[config.mk]
export PLATFORM = sky130hd
export DESIGN_NAME = keyword_number_operator_lexer
export DESIGN_NICKNAME = d
export VERILOG_FILES = /design/src/rtl/knol_pkg.sv /design/src/rtl/knol_front.sv /design/src/rtl/knol_queue.sv /design/src/rtl/knol_back.sv /design/src/rtl/keyword_number_operator_lexer.sv
export SDC_FILE = /design/constraint.sdc
export NUM_CORES = 1
export LEC_CHECK = 0
export BUFFER_PORTS_ARGS = -buffer_cell sky130_fd_sc_hd__buf_2
export CAP_MARGIN = 25
export CORE_MARGIN = 1.5
export CORE_UTILIZATION = 62
export DETAILED_ROUTE_END_ITERATION = 12
export GPL_TIMING_DRIVEN = 0
export PLACE_DENSITY = 0.76
export SLEW_MARGIN = 10
export SYNTH_ARGS = -nofsm -noshare
export SYNTH_HDL_FRONTEND = slang
export SYNTH_SLANG_ARGS = --single-unit
[constraint.sdc]
create_clock -name clk_i -period 5.97 [get_ports clk_i]
set_input_delay 1.194 -clock clk_i [delete_from_list [all_inputs] [get_ports clk_i]]
set_output_delay 1.194 -clock clk_i [all_outputs]
set_load 0.02 [all_outputs]
[src/rtl/knol_pkg.sv]
// shared types, token kind codes and keyword tables for the lexer
// no dependencies; imported by every lexer module
package knol_pkg;

  localparam int unsigned PosWidthDefault = 32;
  localparam int unsigned LenWidthDefault = 16;
  localparam int unsigned StartWidth      = 32;
  localparam int unsigned LengthWidth     = 16;
  localparam int unsigned KindWidth       = 5;
  localparam int unsigned NumKeywords     = 8;
  localparam int unsigned QueueDepth      = 4;

  // token kinds
  localparam logic [KindWidth-1:0] KIND_END    = 5'd0;
  localparam logic [KindWidth-1:0] KIND_IDENT  = 5'd9;
  localparam logic [KindWidth-1:0] KIND_NUMBER = 5'd10;
  localparam logic [KindWidth-1:0] KIND_LPAREN = 5'd11;
  localparam logic [KindWidth-1:0] KIND_RPAREN = 5'd12;
  localparam logic [KindWidth-1:0] KIND_COMMA  = 5'd13;
  localparam logic [KindWidth-1:0] KIND_SEMI   = 5'd14;
  localparam logic [KindWidth-1:0] KIND_PLUS   = 5'd15;
  localparam logic [KindWidth-1:0] KIND_MINUS  = 5'd16;
  localparam logic [KindWidth-1:0] KIND_STAR   = 5'd17;
  localparam logic [KindWidth-1:0] KIND_LESS   = 5'd18;
  localparam logic [KindWidth-1:0] KIND_EQUAL  = 5'd19;
  localparam logic [KindWidth-1:0] KIND_BANG   = 5'd20;
  localparam logic [KindWidth-1:0] KIND_ERROR  = 5'd21;

  typedef struct packed {
    logic [KindWidth-1:0]   kind;
    logic [StartWidth-1:0]  start;
    logic [LengthWidth-1:0] length;
  } knol_tok_t;

  // tokens caused by one input word: first slot always used, second when two is set
  typedef struct packed {
    knol_tok_t first;
    knol_tok_t second;
    logic      two;
  } knol_rec_t;

  typedef struct packed {
    logic      push;
    knol_rec_t rec;
  } knol_wr_t;

  // keyword length, in bytes
  function automatic logic [2:0] kw_len(input logic [2:0] k);
    logic [2:0] r;
    unique case (k)
      3'd0:    r = 3'd3; // def
      3'd1:    r = 3'd6; // extern
      3'd2:    r = 3'd2; // if
      3'd3:    r = 3'd4; // then
      3'd4:    r = 3'd4; // else
      3'd5:    r = 3'd3; // for
      3'd6:    r = 3'd2; // in
      default: r = 3'd3; // var
    endcase
    return r;
  endfunction

  // keyword byte at position i, zero past the end
  function automatic logic [7:0] kw_char(input logic [2:0] k, input logic [2:0] i);
    logic [47:0] s;
    logic [7:0]  r;
    unique case (k)
      3'd0:    s = {"d", "e", "f", 8'h00, 8'h00, 8'h00};
      3'd1:    s = {"e", "x", "t", "e", "r", "n"};
      3'd2:    s = {"i", "f", 8'h00, 8'h00, 8'h00, 8'h00};
      3'd3:    s = {"t", "h", "e", "n", 8'h00, 8'h00};
      3'd4:    s = {"e", "l", "s", "e", 8'h00, 8'h00};
      3'd5:    s = {"f", "o", "r", 8'h00, 8'h00, 8'h00};
      3'd6:    s = {"i", "n", 8'h00, 8'h00, 8'h00, 8'h00};
      default: s = {"v", "a", "r", 8'h00, 8'h00, 8'h00};
    endcase
    unique case (i)
      3'd0:    r = s[47:40];
      3'd1:    r = s[39:32];
      3'd2:    r = s[31:24];
      3'd3:    r = s[23:16];
      3'd4:    r = s[15:8];
      3'd5:    r = s[7:0];
      default: r = 8'h00;
    endcase
    return r;
  endfunction

  // single character operators, error for anything else
  function automatic logic [KindWidth-1:0] op_kind(input logic [7:0] c);
    logic [KindWidth-1:0] r;
    unique case (c)
      "(":     r = KIND_LPAREN;
      ")":     r = KIND_RPAREN;
      ",":     r = KIND_COMMA;
      ";":     r = KIND_SEMI;
      "+":     r = KIND_PLUS;
      "-":     r = KIND_MINUS;
      "*":     r = KIND_STAR;
      "<":     r = KIND_LESS;
      "=":     r = KIND_EQUAL;
      "!":     r = KIND_BANG;
      default: r = KIND_ERROR;
    endcase
    return r;
  endfunction

endpackage

[src/rtl/knol_front.sv]
// front end: classifies each byte, keeps the running token state, builds token records
// depends on knol_pkg
module knol_front import knol_pkg::*; #(
  parameter int unsigned POSITION_WIDTH = PosWidthDefault,
  parameter int unsigned LENGTH_WIDTH   = LenWidthDefault
) (
  input  logic     clk_i,
  input  logic     rst_ni,
  input  logic     accept_i,
  input  logic [7:0] ch_i,
  input  logic     end_marker_i,
  output knol_wr_t wr_o
);

  localparam logic [1:0] MODE_IDLE   = 2'd0;
  localparam logic [1:0] MODE_IDENT  = 2'd1;
  localparam logic [1:0] MODE_NUMBER = 2'd2;

  logic [1:0]                mode_q, mode_d;
  logic                      seen_dot_q, seen_dot_d;
  logic [NumKeywords-1:0]    alive_q, alive_d;
  logic [LENGTH_WIDTH-1:0]   len_q, len_d;
  logic [POSITION_WIDTH-1:0] start_q, start_d;
  logic [POSITION_WIDTH-1:0] pos_q, pos_d;
  logic                      halted_q, halted_d;

  logic is_space, is_digit, is_alpha, is_under, is_dot;
  logic ident_ch, num_ch, ident_first;
  logic cont_ident, cont_num, cont;
  logic [NumKeywords-1:0] alive_app, alive_begin;
  logic [LENGTH_WIDTH-1:0] len_inc;
  logic len_lt8;
  logic [2:0] li;
  logic [KindWidth-1:0] ident_kind, op_k;
  logic [63:0] start_ext, pos_ext;
  logic [31:0] len_ext;
  knol_tok_t ft, st;
  logic ft_valid, st_valid;

  always_comb begin
    is_space    = (ch_i == 8'd32) || (ch_i >= 8'd9 && ch_i <= 8'd13);
    is_digit    = ch_i >= "0" && ch_i <= "9";
    is_alpha    = (ch_i >= "a" && ch_i <= "z") || (ch_i >= "A" && ch_i <= "Z");
    is_under    = ch_i == "_";
    is_dot      = ch_i == ".";
    ident_first = is_alpha || is_under;
    ident_ch    = ident_first || is_digit;
    num_ch      = is_digit || is_dot;
    cont_ident  = (mode_q == MODE_IDENT) && ident_ch;
    cont_num    = (mode_q == MODE_NUMBER) && num_ch && !(is_dot && seen_dot_q);
    cont        = cont_ident || cont_num;
  end

  // keyword alive mask update and saturating length
  always_comb begin
    len_lt8 = len_q < LENGTH_WIDTH'(8);
    li      = len_q[2:0];
    for (int k = 0; k < NumKeywords; k++) begin
      alive_app[k] = alive_q[k] && len_lt8 && (li < kw_len(3'(k)))
                     && (kw_char(3'(k), li) == ch_i);
      alive_begin[k] = kw_char(3'(k), 3'd0) == ch_i;
    end
    len_inc = (len_q == '1) ? len_q : len_q + LENGTH_WIDTH'(1);
  end

  // keyword lookup on flush, lowest index wins
  always_comb begin
    ident_kind = KIND_IDENT;
    for (int k = NumKeywords - 1; k >= 0; k--) begin
      if (alive_q[k] && (len_q == LENGTH_WIDTH'(kw_len(3'(k))))) begin
        ident_kind = KindWidth'(k + 1);
      end
    end
  end

  always_comb begin
    start_ext = 64'(start_q);
    pos_ext   = 64'(pos_q);
    len_ext   = 32'(len_q);
    op_k      = op_kind(ch_i);

    ft_valid     = (mode_q != MODE_IDLE) && (end_marker_i || (!halted_q && !cont));
    ft.kind      = (mode_q == MODE_IDENT) ? ident_kind : KIND_NUMBER;
    ft.start     = start_ext[StartWidth-1:0];
    ft.length    = len_ext[LengthWidth-1:0];

    st.start = pos_ext[StartWidth-1:0];
    if (end_marker_i) begin
      st_valid  = 1'b1;
      st.kind   = KIND_END;
      st.length = '0;
    end else begin
      st_valid  = !halted_q && !cont && !is_space && !ident_first && !num_ch;
      st.kind   = op_k;
      st.length = LengthWidth'(1);
    end

    wr_o.push       = accept_i && (ft_valid || st_valid);
    wr_o.rec.first  = ft_valid ? ft : st;
    wr_o.rec.second = st;
    wr_o.rec.two    = ft_valid && st_valid;
  end

  always_comb begin
    mode_d     = mode_q;
    seen_dot_d = seen_dot_q;
    alive_d    = alive_q;
    len_d      = len_q;
    start_d    = start_q;
    pos_d      = pos_q;
    halted_d   = halted_q;
    if (accept_i) begin
      if (end_marker_i) begin
        // stream ends, back to the reset state
        mode_d     = MODE_IDLE;
        seen_dot_d = 1'b0;
        alive_d    = '1;
        len_d      = '0;
        start_d    = '0;
        pos_d      = '0;
        halted_d   = 1'b0;
      end else begin
        pos_d = pos_q + POSITION_WIDTH'(1);
        if (!halted_q) begin
          if (cont_ident) begin
            alive_d = alive_app;
            len_d   = len_inc;
          end else if (cont_num) begin
            seen_dot_d = seen_dot_q || is_dot;
            len_d      = len_inc;
          end else if (ident_first) begin
            mode_d     = MODE_IDENT;
            seen_dot_d = 1'b0;
            alive_d    = alive_begin;
            len_d      = LENGTH_WIDTH'(1);
            start_d    = pos_q;
          end else if (num_ch) begin
            mode_d     = MODE_NUMBER;
            seen_dot_d = is_dot;
            alive_d    = '1;
            len_d      = LENGTH_WIDTH'(1);
            start_d    = pos_q;
          end else begin
            // separator, operator or bad byte
            mode_d     = MODE_IDLE;
            seen_dot_d = 1'b0;
            alive_d    = '1;
            len_d      = '0;
            start_d    = '0;
            if (!is_space && op_k == KIND_ERROR) begin
              halted_d = 1'b1;
            end
          end
        end
      end
    end
  end

  always_ff @(posedge clk_i or negedge rst_ni) begin
    if (!rst_ni) begin
      mode_q     <= MODE_IDLE;
      seen_dot_q <= 1'b0;
      alive_q    <= '1;
      len_q      <= '0;
      start_q    <= '0;
      pos_q      <= '0;
      halted_q   <= 1'b0;
    end else begin
      mode_q     <= mode_d;
      seen_dot_q <= seen_dot_d;
      alive_q    <= alive_d;
      len_q      <= len_d;
      start_q    <= start_d;
      pos_q      <= pos_d;
      halted_q   <= halted_d;
    end
  end

endmodule

[src/rtl/knol_queue.sv]
// short record queue between the front end and the token emitter
// depends on knol_pkg
module knol_queue import knol_pkg::*; (
  input  logic      clk_i,
  input  logic      rst_ni,
  input  knol_wr_t  wr_i,
  input  logic      pop_i,
  output logic      full_o,
  output logic      empty_o,
  output knol_rec_t rec_o
);

  localparam int unsigned PtrWidth = $clog2(QueueDepth);
  localparam int unsigned CntWidth = $clog2(QueueDepth + 1);
  localparam logic [PtrWidth-1:0] PtrLast = PtrWidth'(QueueDepth - 1);
  localparam logic [CntWidth-1:0] CntFull = CntWidth'(QueueDepth);

  knol_rec_t           mem_q [QueueDepth];
  logic [PtrWidth-1:0] wptr_q, wptr_d, rptr_q, rptr_d;
  logic [CntWidth-1:0] cnt_q, cnt_d;
  logic                do_push, do_pop;

  assign full_o  = cnt_q == CntFull;
  assign empty_o = cnt_q == '0;
  assign rec_o   = mem_q[rptr_q];
  assign do_push = wr_i.push && !full_o;
  assign do_pop  = pop_i && !empty_o;

  always_comb begin
    wptr_d = wptr_q;
    rptr_d = rptr_q;
    cnt_d  = cnt_q;
    if (do_push) begin
      wptr_d = (wptr_q == PtrLast) ? '0 : wptr_q + PtrWidth'(1);
    end
    if (do_pop) begin
      rptr_d = (rptr_q == PtrLast) ? '0 : rptr_q + PtrWidth'(1);
    end
    if (do_push && !do_pop) begin
      cnt_d = cnt_q + CntWidth'(1);
    end else if (!do_push && do_pop) begin
      cnt_d = cnt_q - CntWidth'(1);
    end
  end

  always_ff @(posedge clk_i) begin
    if (do_push) begin
      mem_q[wptr_q] <= wr_i.rec;
    end
  end

  always_ff @(posedge clk_i or negedge rst_ni) begin
    if (!rst_ni) begin
      wptr_q <= '0;
      rptr_q <= '0;
      cnt_q  <= '0;
    end else begin
      wptr_q <= wptr_d;
      rptr_q <= rptr_d;
      cnt_q  <= cnt_d;
    end
  end

endmodule

[src/rtl/knol_back.sv]
// back end: splits records into single token words behind an output register
// depends on knol_pkg
module knol_back import knol_pkg::*; (
  input  logic                   clk_i,
  input  logic                   rst_ni,
  input  logic                   q_empty_i,
  input  knol_rec_t              rec_i,
  output logic                   q_pop_o,
  input  logic                   pop,
  output logic                   empty,
  output logic [KindWidth-1:0]   kind_o,
  output logic [StartWidth-1:0]  start_offset_o,
  output logic [LengthWidth-1:0] length_o,
  output logic                   last_o
);

  logic      out_valid_q, out_valid_d;
  knol_tok_t out_tok_q, out_tok_d;
  logic      out_last_q, out_last_d;
  logic      pend_valid_q, pend_valid_d;
  knol_tok_t pend_tok_q, pend_tok_d;
  logic      advance;

  assign advance = !out_valid_q || pop;
  assign q_pop_o = advance && !pend_valid_q && !q_empty_i;

  always_comb begin
    out_valid_d  = out_valid_q;
    out_tok_d    = out_tok_q;
    out_last_d   = out_last_q;
    pend_valid_d = pend_valid_q;
    pend_tok_d   = pend_tok_q;
    if (advance) begin
      if (pend_valid_q) begin
        // second token of the previous word
        out_valid_d  = 1'b1;
        out_tok_d    = pend_tok_q;
        out_last_d   = 1'b1;
        pend_valid_d = 1'b0;
      end else if (!q_empty_i) begin
        out_valid_d  = 1'b1;
        out_tok_d    = rec_i.first;
        out_last_d   = !rec_i.two;
        pend_valid_d = rec_i.two;
        pend_tok_d   = rec_i.second;
      end else begin
        out_valid_d = 1'b0;
      end
    end
  end

  always_ff @(posedge clk_i) begin
    out_tok_q  <= out_tok_d;
    out_last_q <= out_last_d;
    pend_tok_q <= pend_tok_d;
  end

  always_ff @(posedge clk_i or negedge rst_ni) begin
    if (!rst_ni) begin
      out_valid_q  <= 1'b0;
      pend_valid_q <= 1'b0;
    end else begin
      out_valid_q  <= out_valid_d;
      pend_valid_q <= pend_valid_d;
    end
  end

  assign empty          = !out_valid_q;
  assign kind_o         = out_tok_q.kind;
  assign start_offset_o = out_tok_q.start;
  assign length_o       = out_tok_q.length;
  assign last_o         = out_last_q;

endmodule

[src/rtl/keyword_number_operator_lexer.sv]
// lexer top level: one byte word per cycle in while the record queue is not full, token words out
// a token word reaches the outputs through the record queue and then the back end output register
// a byte giving two tokens leaves as two token words, the first and then the second, on the output side
// a four entry record queue sets how long the input keeps flowing while the output stalls
// reset clears position, token state and the halt flag at once; there is no clearing pass
// depends on knol_pkg, knol_front, knol_queue and knol_back
module keyword_number_operator_lexer import knol_pkg::*; #(
  parameter int unsigned POSITION_WIDTH = PosWidthDefault,
  parameter int unsigned LENGTH_WIDTH   = LenWidthDefault
) (
  input  logic                   clk_i,
  input  logic                   rst_ni,
  // byte side, queue-like
  input  logic                   push,
  output logic                   full,
  input  logic [7:0]             ch_i,
  input  logic                   end_marker_i,
  // token side, queue-like
  output logic                   empty,
  input  logic                   pop,
  output logic [KindWidth-1:0]   kind_o,
  output logic [StartWidth-1:0]  start_offset_o,
  output logic [LengthWidth-1:0] length_o,
  output logic                   last_o
);

  knol_wr_t  wr;
  knol_rec_t rec;
  logic      accept;
  logic      q_empty;
  logic      q_pop;

  // a byte is taken whenever the record queue has room, even if it makes no token
  assign accept = push && !full;

  // front end: per-byte classification and token state
  knol_front #(
    .POSITION_WIDTH(POSITION_WIDTH),
    .LENGTH_WIDTH  (LENGTH_WIDTH)
  ) u_front (
    .clk_i       (clk_i),
    .rst_ni      (rst_ni),
    .accept_i    (accept),
    .ch_i        (ch_i),
    .end_marker_i(end_marker_i),
    .wr_o        (wr)
  );

  // decoupling queue, one record per byte that made tokens
  knol_queue u_queue (
    .clk_i  (clk_i),
    .rst_ni (rst_ni),
    .wr_i   (wr),
    .pop_i  (q_pop),
    .full_o (full),
    .empty_o(q_empty),
    .rec_o  (rec)
  );

  // back end: one token word at a time, last flag on the final token of a byte
  knol_back u_back (
    .clk_i         (clk_i),
    .rst_ni        (rst_ni),
    .q_empty_i     (q_empty),
    .rec_i         (rec),
    .q_pop_o       (q_pop),
    .pop           (pop),
    .empty         (empty),
    .kind_o        (kind_o),
    .start_offset_o(start_offset_o),
    .length_o      (length_o),
    .last_o        (last_o)
  );

endmodule

==> impl_table.tex, run 1 <==
\begin{tabular}{lr}
\hline
Metric & Value \\
\hline
\multicolumn{2}{l}{\textbf{Die}} \\
\quad Die outline area & 39,200 um2 \\
\quad Count of boundary I/O pins & 69 \\
\quad Standard cell core area & 37,600 um2 \\
\quad Initial core utilization & 62.7\% \\
\quad Std cell rows & 71 \\
\quad Die height & 198 um \\
\quad Overall die width & 198 um \\
\multicolumn{2}{l}{\textbf{Status}} \\
\quad Result of the run & completed \\
\multicolumn{2}{l}{\textbf{Global route}} \\
\quad Total overflow reported by the global router & 0 \\
\quad Total GRT Usage & 28.2\% \\
\quad Met1 track utilization from global routing & 40.0\% \\
\quad Antenna violations before repair & 1 \\
\quad Wire length of the first global-routing pass & 81.5 mm \\
\quad Via count of the first global-routing pass & 13,600 \\
\quad Most congested layer reported by global routing & met2 \\
\quad Maximum number of pins on one net before global-route repair & 52 \\
\quad Fraction of met3 tracks used by global routing & 4.33\% \\
\quad Global routing usage on met2 & around 46\% \\
\multicolumn{2}{l}{\textbf{Setup path}} \\
\quad Launch point of the worst reg-to-reg path & u\_back.pend\_valid\_q \\
\quad Crit path DAT & between 4 and 5 ns \\
\quad Top cell family by delay on the critical path & simple AND/OR/NAND/NOR gates \\
\quad Logic depth of the worst path, buffers included & 10 \\
\quad WP buf/inv & 4 \\
\quad Data required time of the worst path & 6.26 ns \\
\quad Critical-path maximum fanout & 32 \\
\quad Sort of element at the end of the critical path & flop \\
\quad Launch point of the critical path & ch\_i[1] \\
\quad Cell with the most instances on the worst path & buf\_12 \\
\quad Type of the worst setup path & input port to flop \\
\quad Slowest Stage Delay on Critical Path & about 0.52 ns \\
\quad Startpoint Class & input port \\
\quad Critical Path, Cell by Cell & buf\_2, or4\_1, a21oi\_1, or3\_1, clkbuf\_1, and3\_1, o211a\_2, and2\_4, buf\_12, buf\_12 \\
\quad Standard cell with the maximum stage delay on the critical path & and2\_4 \\
\quad Worst reg2reg path depth & 6 \\
\multicolumn{2}{l}{\textbf{Power}} \\
\quad Internal cell power & 8.51 mW \\
\quad Sequential power share & 45.4\% \\
\quad Leak & 9.67 nW \\
\quad Power dissipated by switching net loads & 3.64 mW \\
\quad Fraction of power spent switching nets & between 20\% and 30\% \\
\quad Combinational power share & 27.2\% \\
\quad Clock share of power & a little over a quarter \\
\quad Power per cell area & about 460 nW/um2 \\
\quad Total design power & 12.2 mW \\
\quad Worst VDD drop & 298 uV \\
\multicolumn{2}{l}{\textbf{Clock tree}} \\
\quad Num CTS Buffers & 55 \\
\quad Setup fix buffers added after clock tree synthesis & 0 \\
\quad TritonCTS clock tree & built \\
\quad Number of clock sinks seen by CTS & 561 \\
\quad Clock-pin transition on the worst setup and hold timing paths & 0.06 ns \\
\quad Deepest clock path buffer count & 3 \\
\quad H-tree lvl count & 2 \\
\quad Clock Root Buffer & clkbuf\_16 \\
\quad Clock latency at the later pin of the worst-skew pair & a little over 0.6 ns \\
\quad Hold\_buf cts & 0 \\
\quad Post-cts sizing count & 0 \\
\multicolumn{2}{l}{\textbf{Placed design}} \\
\quad Placer congestion estimate & 0.865 \\
\quad Placement Setup Slack & 1.28 ns \\
\quad DP Wirelength & approximately 34 mm \\
\quad Post-Place Cell Area & about 25,000 um2 \\
\quad Total placed cells including tap cells & 2,017 \\
\quad IO Port Bufs & between 60 and 70 \\
\multicolumn{2}{l}{\textbf{Layout}} \\
\quad Area of all placed cells without fillers & approximately 27,000 um2 \\
\quad P\&R area growth vs syn & 13.1\% \\
\quad Share of layout cells above drive strength 1 & between 20\% and 30\% \\
\quad Final layout net count & around 1,600 \\
\quad Footprint of the flip-flops and latches & 16,400 um2 \\
\quad Non-filler cells, final & approximately 2,100 \\
\quad Most common library cell in the layout ignoring fill and taps & edfxtp\_1 \\
\quad Filler Cell Count & roughly 2,300 \\
\quad Area of the multi-input gates & 6780 um2 \\
\quad Final core area utilization & a little under three quarters \\
\quad Commonest non-fill, non-tap cells in the layout & edfxtp\_1 (460), dfrtp\_1 (93), mux4\_2 (92), buf\_2 (75), clkbuf\_1 (68) \\
\multicolumn{2}{l}{\textbf{Synthesis}} \\
\quad Gate Count Post-Synth & about 1,400 \\
\quad EDFF count, synth & 460 \\
\quad Number of warnings reported in the yosys synthesis log & 0 \\
\quad Synth Flop Type & edfxtp\_1 \\
\quad Cell Area, Synth & 23,600 um2 \\
\quad Post-synthesis sequential element count & 561 \\
\quad Synth async-reset ratio & 18.0\% \\
\quad Register area share after synthesis & 69.4\% \\
\quad Post-Synthesis Net Count & 1,445 \\
\quad Average cell area after synthesis & 16.6 um2 \\
\quad Post-synth cell types & 81 \\
\multicolumn{2}{l}{\textbf{Timing}} \\
\quad Transition at the pin with the smallest max-transition slack & 1.05 ns \\
\quad Final setup violation count & 0 \\
\quad Setup tns final & 0 ns \\
\quad Final Hold Violating Endpoints & 0 \\
\quad Fin Hold WS & around 0.48 ns \\
\quad Clock period minus worst slack & 4.08 ns \\
\quad Max-slew violation count & 0 \\
\quad Remaining max-slew budget at the tightest pin & 30.1\% \\
\quad Achievable clock frequency & 0.245 GHz \\
\quad Period utilization & 68.3\% \\
\quad RSZ-0062 raised after global routing & false \\
\quad Skew final & slightly below 0.02 ns \\
\quad Final setup slack of the worst path & 1.89 ns \\
\multicolumn{2}{l}{\textbf{Worst hold path}} \\
\quad Min-Delay Path Depth & 1 \\
\quad Hold path startpoint & u\_front.start\_q[16] \\
\quad Path type of the worst min-delay path & flop to flop \\
\multicolumn{2}{l}{\textbf{Routing}} \\
\quad Number of nets with antenna violations after detailed routing & 0 \\
\quad Number of design rule violations left after detail routing & 0 \\
\quad DR iter-0 viols & between 1,000 and 1,500 \\
\quad DR WL/cell & 25.0 um \\
\quad TritonRoute pass-1 iters & 5 \\
\quad Detailed-route via count & 13,500 \\
\quad DR vias/cell & 6.37 \\
\quad Final Routed Wirelength & between 50 and 60 mm \\
\multicolumn{2}{l}{\textbf{Run}} \\
\quad Max-cap check violation count & 0 \\
\hline
\end{tabular}
power by group through the flow:
stage	Sequential [mW]	Combinational, mW	Clock (mW)
floorplan	5.82	1.88	0
global placement	5.66	3.11	0
detailed placement	5.59	3.32	0
CTS	5.52	3.35	3.37
global route	5.59	3.52	3.52
finish	5.52	3.31	3.33
registers in the layout, indices dropped and copies added (netlist names), 3 cells and up:
name and cells:
u_queue.mem_q 368, u_back.pend_tok_q 38, u_back.start_offset_o 32, u_front.pos_q 32, u_front.start_q 32, u_back.length_o 16, u_front.len_q 16, u_front.alive_q 8
u_back.kind_o 5, u_queue.cnt_q 3
synth_stat cells (4+ instances only):
library cell | number | area (um2)
o211ai_1 | 5 | 37.5
edfxtp_1 | 460 | 13800
nor4_1 | 7 | 43.8
o21ai_0 | 43 | 215
dfrtp_1 | 93 | 2330
and4_1 | 5 | 43.8
a21bo_1 | 29 | 290
or3_1 | 17 | 106
nand3_1 | 29 | 145
o31ai_1 | 5 | 37.5
ha_1 | 12 | 150
nor2b_1 | 26 | 163
and2_1 | 18 | 113
clkbuf_1 | 51 | 191
mux2_4 | 32 | 480
nand2b_1 | 9 | 56.3
buf_1 | 12 | 45.0
mux4_2 | 92 | 2070
mux2i_1 | 6 | 60.1
dfstp_2 | 8 | 210
nor2_1 | 67 | 251
nand4b_1 | 4 | 35.0
nor3_1 | 25 | 125
nand2_1 | 48 | 180
nand4_1 | 47 | 294
a31oi_1 | 7 | 43.8
a21oi_1 | 45 | 225
o21a_1 | 9 | 67.6
a211oi_1 | 4 | 30.0
and3_1 | 15 | 93.8
mux2_2 | 42 | 473
buf_4 | 5 | 37.5
xor2_1 | 13 | 114
o22ai_1 | 4 | 25.0
xnor2_1 | 23 | 201
buf_2 | 10 | 50.1
inv_1 | 25 | 93.8
kinds of logic after synthesis:
logic type               share of synthesized area, %
flip-flops                                       69.4
AND/OR/NAND/NOR                                  7.76
AO/OA/AOI/OAI                                    5.70
multiplexers                                     13.1
buffers and inverters                            1.93
XOR/XNOR                                         1.34
adder cells (fa/ha/maj)                         0.722
final cells by class:
cell class | count | area share [%]
diodes | 1 | 0.00939
plain buffers | 81 | 1.36
clock buffers | 80 | 5.70
clock inverters | 23 | 0.850
inverters | 26 | 0.366
multi-input cells | 751 | 25.4
flip-flops and latches | 561 | 61.4
well taps | 511 | 2.40
repair buffers | 87 | 2.54
per-layer routing:
layer  share of wire (%)  wire (um)
met2                  49      26000
met3                 7.2       3790
met5                   0          0
met1                  41      21700
met4                 2.8       1490
worst reg2reg max path, cell delays in order, from the launching register on:
cell	delay, ns
dfrtp_1	0.38
clkbuf_1	0.68
clkbuf_1	0.71
nor4_1	0.24
nor2_4	0.52
buf_16	0.24
buf_12	0.22
worst paths after layout:
kind / end / slack (ns)
min: u_front.start_q[16] / 0.48
max in group asynchronous: u_front.alive_q[6] / 4.76
min reg2reg: u_front.start_q[16] / 0.48
min in group asynchronous: u_front.len_q[0] / 0.55
max reg2reg: u_back.start_offset_o[29] / 2.65
max: u_queue.mem_q[3][87] / 1.89
Power figures use the tool's default switching activity.
==> run 2: changes to the inputs <==
Settings changed: CORE_UTILIZATION 62 to 56, PLACE_DENSITY 0.76 to 0.73.
Clock period 5.97 ns to 3.6 ns, I/O delays scaled along.
==> impl_table.tex, run 2 (same netlist as run 1, synthesis figures left out) <==
\begin{tabular}{lr}
\hline
Metric & Value \\
\hline
\multicolumn{2}{l}{\textbf{Status}} \\
\quad Result of the run & completed \\
\multicolumn{2}{l}{\textbf{Setup path}} \\
\quad Launch point of the worst reg-to-reg path & u\_back.pend\_valid\_q \\
\quad Startpoint Class & input port \\
\quad Type of the worst setup path & input port to flop \\
\quad Reg-to-reg critical path endpoint & u\_back.start\_offset\_o[25] \\
\quad Worst reg2reg path depth & 5 (-1) \\
\quad Critical-path maximum fanout & 10 (-69\%) \\
\quad Crit path DAT & 3.69 ns (-0.68 ns) \\
\quad Register-to-Register Setup Slack & 0.29 ns (-2.36 ns) \\
\quad Sort of element at the end of the critical path & flop \\
\quad Data required time of the worst path & 3.89 ns (-2.37 ns) \\
\multicolumn{2}{l}{\textbf{Layout}} \\
\quad Filler Cell Count & 2,741 (+17\%) \\
\quad Max reg flops & 368 (unchanged) \\
\quad Final core area utilization & 65.0\% (-5.9 points) \\
\quad Final antenna diode count & 0 (-1) \\
\quad Area of all placed cells without fillers & 26,800 um2 (+0.54\%) \\
\quad Most common library cell in the layout ignoring fill and taps & edfxtp\_1 \\
\quad Register with the highest flop count & u\_queue.mem\_q \\
\quad P\&R area growth vs syn & 13.7\% \\
\quad Final layout net count & 1,587 (-0.13\%) \\
\quad Commonest non-fill, non-tap cells in the layout & edfxtp\_1 (460), dfrtp\_1 (93), mux4\_2 (92), buf\_2 (75), nor2\_1 (66) \\
\quad Registers with the highest flip-flop counts & u\_queue.mem\_q (368), u\_back.pend\_tok\_q (38) \\
\quad Share of layout cells above drive strength 1 & 24.0\% (+0.29 points) \\
\multicolumn{2}{l}{\textbf{Placed design}} \\
\quad DP Wirelength & 34.1 mm (-0.91\%) \\
\quad Post-Place Cell Area & 25,000 um2 (+0.39\%) \\
\quad IO Port Bufs & 66 (unchanged) \\
\quad Placer congestion estimate & 0.875 (+1.2\%) \\
\multicolumn{2}{l}{\textbf{Timing}} \\
\quad Skew final & 0.0153 ns (-0.00401 ns) \\
\quad Final Hold Violating Endpoints & 0 (unchanged) \\
\quad RSZ-0062 raised after global routing & false \\
\quad Max-slew violation count & 0 (unchanged) \\
\quad Clock period minus worst slack & 3.40 ns \\
\quad Remaining max-slew budget at the tightest pin & 31.5\% (+1.5 points) \\
\quad Period utilization & between 90\% and 100\% \\
\quad Achievable clock frequency & 0.294 GHz \\
\quad Setup tns final & 0 ns (unchanged) \\
\quad Fin Hold WS & 0.0468 ns (-0.432 ns) \\
\quad Final setup violation count & 0 (unchanged) \\
\quad Transition at the pin with the smallest max-transition slack & 1.02 ns (-0.0312 ns) \\
\multicolumn{2}{l}{\textbf{Clock tree}} \\
\quad Clock latency at the later pin of the worst-skew pair & 0.60 ns (about the same) \\
\quad H-tree lvl count & 2 (unchanged) \\
\quad Deepest clock path buffer count & 3 (unchanged) \\
\quad Clock Root Buffer & clkbuf\_16 \\
\quad TritonCTS clock tree & built \\
\quad Clock-pin transition on the worst setup and hold timing paths & 0.06 ns (about the same) \\
\quad Setup fix buffers added after clock tree synthesis & 0 (unchanged) \\
\quad Number of clock sinks seen by CTS & 561 (unchanged) \\
\quad Num CTS Buffers & 54 (-1.8\%) \\
\multicolumn{2}{l}{\textbf{Power}} \\
\quad Power per cell area & 761 nW/um2 (+67\%) \\
\quad Worst VDD drop & 428 uV (+43\%) \\
\quad Total design power & 20.4 mW (+68\%) \\
\quad Leak & 9.71 nW (+0.46\%) \\
\multicolumn{2}{l}{\textbf{Routing}} \\
\quad Number of design rule violations left after detail routing & 0 (unchanged) \\
\quad Routed length on met2 & 25.7 mm (-1.1\%) \\
\quad Top layer reached by signal wires & met4 \\
\quad DR iter-0 viols & 1,329 (+18\%) \\
\quad Final Routed Wirelength & 52.8 mm (-0.29\%) \\
\quad DR WL/cell & 24.7 um (-1.1\%) \\
\quad Detailed-route via count & 13,300 (-1.7\%) \\
\quad TritonRoute pass-1 iters & 5 (unchanged) \\
\quad Number of nets with antenna violations after detailed routing & 0 (unchanged) \\
\quad Wl on met1 & 22.5 mm (+3.6\%) \\
\quad DR vias/cell & 6.21 (-2.5\%) \\
\quad Sum of met3 wire segment lengths after detailed routing & 3.21 mm (-15\%) \\
\multicolumn{2}{l}{\textbf{Run}} \\
\quad Max-cap check violation count & 0 (unchanged) \\
\multicolumn{2}{l}{\textbf{Die}} \\
\quad Initial core utilization & 57.2\% (-5.5 points) \\
\quad Std cell rows & 74 (+4.2\%) \\
\quad Overall die width & 208 um (+5.1\%) \\
\quad Count of boundary I/O pins & 69 (unchanged) \\
\quad Standard cell core area & 41,200 um2 (+9.6\%) \\
\quad Die height & 208 um (+5.1\%) \\
\quad Die outline area & 43,300 um2 (+11\%) \\
\multicolumn{2}{l}{\textbf{Global route}} \\
\quad Via count of the first global-routing pass & 13,200 (-3.0\%) \\
\quad Maximum number of pins on one net before global-route repair & 64 (+23\%) \\
\quad Total GRT Usage & 24.8\% (-3.5 points) \\
\quad Wire length of the first global-routing pass & 80.4 mm (-1.5\%) \\
\quad Total overflow reported by the global router & 0 (unchanged) \\
\quad Antenna violations before repair & 0 (-1) \\
\multicolumn{2}{l}{\textbf{Worst hold path}} \\
\quad Path type of the worst min-delay path & input port to asynchronous set/reset pin \\
\hline
\end{tabular}
## run 2: stage by stage
| stage | instances | setup slack, ns |
|---|---|---|
| after CTS | 2137 | 0.193 |
| final | 2138 | 0.202 |
| after global routing | 2138 | 0.0431 |
| after floorplan | 1419 | -0.251 |
| after detailed placement | 2036 | -0.398 |
| after global placement | 2017 | -1.93 |
## run 2: cell type report
type | instances | area [um2] | share of cell area, %
plain buffers | 81 | 362 | 1.35
clock buffers | 72 | 1470 | 5.49
multi-input cells | 751 | 6790 | 25.3
repair buffers | 86 | 757 | 2.83
flip-flops and latches | 561 | 16400 | 61.0
inverters | 26 | 97.6 | 0.364
well taps | 532 | 666 | 2.48
clock inverters | 29 | 302 | 1.13
## run 2: worst max path at each step
stage                     startpoint                   end  slack, ns
after floorplan              ch_i[1]   u_queue.mem_q[0][0]      -0.25
after global placement           pop      u_queue.cnt_q[1]      -1.93
after detailed placement     ch_i[1]  u_queue.mem_q[1][67]      -0.40
after CTS                    ch_i[1]  u_queue.mem_q[2][67]       0.19
after global routing         ch_i[3]      u_queue.cnt_q[2]       0.04
final                        ch_i[2]  u_queue.mem_q[3][67]       0.20
## run 2: worst max-delay path: stages
cell      delay, ns
buf_2          0.11
clkbuf_1       0.19
nor2b_1        0.20
o211a_1        0.26
o31ai_1        0.80
a211oi_4       0.26
clkbuf_1       0.41
o21ai_0        0.73
## run 2: report_power, final
| part | switching (mW) | internal (mW) | leakage [nW] | total [mW] |
|---|---|---|---|---|
| logic | 3.28 | 2.29 | 3.11 | 5.57 |
| registers | 0.414 | 8.74 | 5.74 | 9.15 |
| clock network | 2.38 | 3.30 | 0.866 | 5.68 |
| total | 6.08 | 14.3 | 9.71 | 20.4 |
## run 2: what timing repair did
item / 4_1_cts / 5_1_grt
endpoints found under the hold margin: 0 / 0
gates resized for setup: 0 / 1
setup endpoints to repair: 0 / 4
hold buffers: 0 / 0
## run 2: routing by layer
metal  track usage [%]  vias up
li1                  -     5876
met1              35.1     6838
met3              3.89       86
met4              7.48        0
met2              40.1      472
met5                 0        -
==> run 3: changes to the inputs <==
Settings changed: CORE_ASPECT_RATIO set to 1.4, CORE_UTILIZATION 56 to 57, PLACE_DENSITY 0.73 to 0.74, SKIP_CTS_REPAIR_TIMING set to 1, SYNTH_HIERARCHICAL set to 1.
==> impl_table.tex, run 3 <==
\begin{tabular}{lr}
\hline
Metric & Value \\
\hline
\multicolumn{2}{l}{\textbf{Layout}} \\
\quad Most common library cell in the layout ignoring fill and taps & edfxtp\_1 \\
\quad P\&R area growth vs syn & 13.4\% \\
\quad Area of all placed cells without fillers & 29,900 um2 (+12\%) \\
\quad Share of layout cells above drive strength 1 & 28.1\% (+4.1 points) \\
\quad Max reg flops & 428 (+16\%) \\
\quad Register with the highest flop count & u\_queue/mem\_q \\
\quad Registers with the highest flip-flop counts & u\_queue/mem\_q (428), u\_back/pend\_tok\_q (53) \\
\quad Final layout net count & 1,767 (+11\%) \\
\quad Commonest non-fill, non-tap cells in the layout & edfxtp\_1 (535), mux4\_2 (107), dfrtp\_1 (93), buf\_2 (87), nand2\_1 (82) \\
\quad Final core area utilization & 65.3\% (+0.25 points) \\
\quad Final antenna diode count & 0 (unchanged) \\
\multicolumn{2}{l}{\textbf{Clock tree}} \\
\quad Clock-pin transition on the worst setup and hold timing paths & 0.06 ns (about the same) \\
\quad Number of clock sinks seen by CTS & 636 (+13\%) \\
\quad Deepest clock path buffer count & 3 (unchanged) \\
\quad Num CTS Buffers & 56 (+3.7\%) \\
\quad Clock latency at the later pin of the worst-skew pair & 0.59 ns (about the same) \\
\quad H-tree lvl count & 2 (unchanged) \\
\quad Clock Root Buffer & clkbuf\_16 \\
\quad TritonCTS clock tree & built \\
\multicolumn{2}{l}{\textbf{Synthesis}} \\
\quad Simple-gate portion of the synthesized area & 7.31\% (-0.45 points) \\
\quad Multiplexer share of the synthesized area & 11.7\% (-1.5 points) \\
\quad Cell taking the most area after synthesis & edfxtp\_1 \\
\quad Register area share after synthesis & 70.5\% (+1.1 points) \\
\quad EDFF count, synth & 535 (+16\%) \\
\quad Compound-Gate Fraction of Synth Area & 5.32\% (-0.38 points) \\
\quad Post-synth cell types & 84 (+3.7\%) \\
\quad Average cell area after synthesis & 16.7 um2 (+0.88\%) \\
\quad Area share of the largest cell type after synthesis & 60.9\% (+2.2 points) \\
\quad Synth async-reset ratio & 15.9\% (-2.1 points) \\
\quad Top-count cell post-synth & edfxtp\_1 \\
\quad Number of warnings reported in the yosys synthesis log & 6 (+6) \\
\quad Gate Count Post-Synth & 1,576 (+11\%) \\
\quad Cell types with the largest area share after synthesis & edfxtp\_1 (61\%), mux4\_2 (9.1\%), dfrtp\_1 (8.8\%), mux2\_2 (2.5\%), nand2\_1 (1.2\%) \\
\quad Cell Area, Synth & 26,400 um2 (+12\%) \\
\quad Fraction of the mapped netlist area in adder cells & 0.645\% (-0.078 points) \\
\quad Synth cell count leaders & edfxtp\_1 (535), mux4\_2 (107), dfrtp\_1 (93) \\
\quad Xor and xnor fraction of the mapped netlist area & 1.46\% (+0.12 points) \\
\quad Main combinational cell family by area after synthesis & multiplexers \\
\quad Post-synthesis sequential element count & 636 (+13\%) \\
\quad Synth Flop Type & edfxtp\_1 \\
\multicolumn{2}{l}{\textbf{Power}} \\
\quad Power per cell area & 744 nW/um2 (-2.3\%) \\
\quad Worst VDD drop & 486 uV (+14\%) \\
\quad Leak & 10.4 nW (+7.0\%) \\
\multicolumn{2}{l}{\textbf{Routing}} \\
\quad DR WL/cell & 24.2 um (-2.1\%) \\
\quad Detailed-route via count & 14,600 (+10\%) \\
\quad Number of design rule violations left after detail routing & 0 (unchanged) \\
\quad DR iter-0 viols & 1,556 (+17\%) \\
\quad DR vias/cell & 6.09 (-1.9\%) \\
\quad Final Routed Wirelength & 58.2 mm (+10\%) \\
\quad TritonRoute pass-1 iters & 5 (unchanged) \\
\quad Number of nets with antenna violations after detailed routing & 0 (unchanged) \\
\multicolumn{2}{l}{\textbf{Global route}} \\
\quad Total GRT Usage & 24.8\% (+0.042 points) \\
\quad Maximum number of pins on one net before global-route repair & 63 (-1.6\%) \\
\quad Antenna violations before repair & 0 (unchanged) \\
\quad Wire length of the first global-routing pass & 88.5 mm (+10\%) \\
\quad Total overflow reported by the global router & 0 (unchanged) \\
\quad Via count of the first global-routing pass & 15,000 (+14\%) \\
\multicolumn{2}{l}{\textbf{Timing}} \\
\quad Period utilization & 94.0\% (-0.37 points) \\
\quad Remaining max-slew budget at the tightest pin & 28.6\% (-3.0 points) \\
\quad Max-slew violation count & 0 (unchanged) \\
\quad Final setup violation count & 0 (unchanged) \\
\quad Transition at the pin with the smallest max-transition slack & 1.06 ns (+0.0449 ns) \\
\quad RSZ-0062 raised after global routing & false \\
\quad Clock period minus worst slack & 3.38 ns (-0.0132 ns) \\
\quad Skew final & 0.0217 ns (+0.00637 ns) \\
\quad Achievable clock frequency & 0.295 GHz (+0.39\%) \\
\quad Final Hold Violating Endpoints & 0 (unchanged) \\
\quad Setup tns final & 0 ns (unchanged) \\
\multicolumn{2}{l}{\textbf{Die}} \\
\quad Overall die width & 185 um (-11\%) \\
\quad Die height & 258 um (+24\%) \\
\quad Std cell rows & 93 (+26\%) \\
\quad Count of boundary I/O pins & 69 (unchanged) \\
\quad Die outline area & 47,600 um2 (+10\%) \\
\quad Initial core utilization & 57.6\% (+0.39 points) \\
\quad Standard cell core area & 45,800 um2 (+11\%) \\
\multicolumn{2}{l}{\textbf{Setup path}} \\
\quad Startpoint Class & input port \\
\quad Launch point of the worst reg-to-reg path & u\_front/seen\_dot\_q \\
\quad Sort of element at the end of the critical path & flop \\
\quad Launch point of the critical path & ch\_i[2] \\
\quad Crit path DAT & 3.63 ns (-0.06 ns) \\
\quad Data required time of the worst path & 3.84 ns (-0.05 ns) \\
\quad Critical-path maximum fanout & 49 (+39) \\
\quad Type of the worst setup path & input port to flop \\
\multicolumn{2}{l}{\textbf{Run}} \\
\quad Max-cap check violation count & 0 (unchanged) \\
\multicolumn{2}{l}{\textbf{Placed design}} \\
\quad Placer congestion estimate & 0.895 (+2.3\%) \\
\quad DP Wirelength & 36.8 mm (+8.0\%) \\
\quad Post-Place Cell Area & 27,900 um2 (+12\%) \\
\quad IO Port Bufs & 62 (-6.1\%) \\
\multicolumn{2}{l}{\textbf{Worst hold path}} \\
\quad Path type of the worst min-delay path & input port to asynchronous set/reset pin \\
\multicolumn{2}{l}{\textbf{Status}} \\
\quad Result of the run & completed \\
\hline
\end{tabular}
==> run 3: changes by cell type in the layout (fill, tap and decap cells not counted), moves of 16 or more <==
cell      change
buf_4        +31
nand2_1      +34
o21ai_2      +18
a21bo_1      -29
mux2_4       -32
nand3_2      +26
inv_1        +26
nand4_1      -35
edfxtp_1     +75
mux2_2       +16
==> run 3: report_power, final <==
group	switching [mW]	internal [mW]	leakage [nW]	total (mW)
Combinational	3.51	2.57	3.13	6.08
Sequential	0.448	9.88	6.38	10.3
Clock	2.55	3.30	0.886	5.85
Total	6.50	15.8	10.4	22.3
==> run 3: critical path, cell delays in order <==
cell      delay [ns]
buf_2           0.17
clkbuf_2        0.25
o21ai_0         0.16
a32o_1          0.29
a22oi_2         0.16
a21boi_0        0.28
a21oi_1         0.13
a21oi_1         0.27
nor2b_1         0.17
clkbuf_4        0.23
and2_4          0.19
buf_12          0.24
buf_16          0.30
==> run 3: cell type report <==
cell class	count	area [um2]
inverter	52	195
buffer	102	628
multi-input combinational	803	7150
clock inverter	21	178
timing repair buffer	90	758
tap	617	772
sequential	636	18600
fill	3207	15900
clock buffer	85	1640
==> run 3: per-layer routing <==
layer  vias to the layer above  part of all wire [%]  GRT usage [%]
met5                         -                     0              0
met2                       513                    53           43.2
met1                      7617                    39           32.8
met3                        98                   5.4           3.03
li1                       6418                     -              -
met4                         0                   2.5           7.68
==> run 3: final timing paths <==
check	end	slack, ns	cells past startpoint
max in group asynchronous	u_front/start_q[5]	2.85	2
setup / recovery	u_queue/mem_q[3][76]	0.22	13
min in group clk_i	u_back/out_valid_q	0.48	3
hold / removal	u_queue/wptr_q[1]	0.04	1
setup reg to reg	u_queue/cnt_q[1]	0.24	12
hold reg to reg	u_front/alive_q[4]	0.50	2
==> run 3: cells by family after synthesis <==
| family | after synthesis |
|---|---|
| DFF | 636 |
| and+or+nand+nor | 349 |
| AOI/OAI and AO/OA | 211 |
| muxes | 167 |
| buffers and inverters | 155 |
| xor gates and xnor gates | 44 |
| adders and majority gates | 13 |
| other | 1 |
==> run 3: through the flow <==
| step | setup WS (ns) | power (mW) | hold slack [ns] | instances |
|---|---|---|---|---|
| 2_1_floorplan | -0.499 | 14.4 | 0.424 | 1590 |
| 3_3_place_gp | -2.44 | 16.1 | 0.483 | 2269 |
| 3_5_place_dp | -1.15 | 16.5 | 0.489 | 2286 |
| 4_1_cts | -0.542 | 22.3 | 0.0378 | 2392 |
| 5_1_grt | 0.0172 | 23.2 | 0.0449 | 2406 |
| 6_report | 0.215 | 22.3 | 0.0378 | 2406 |
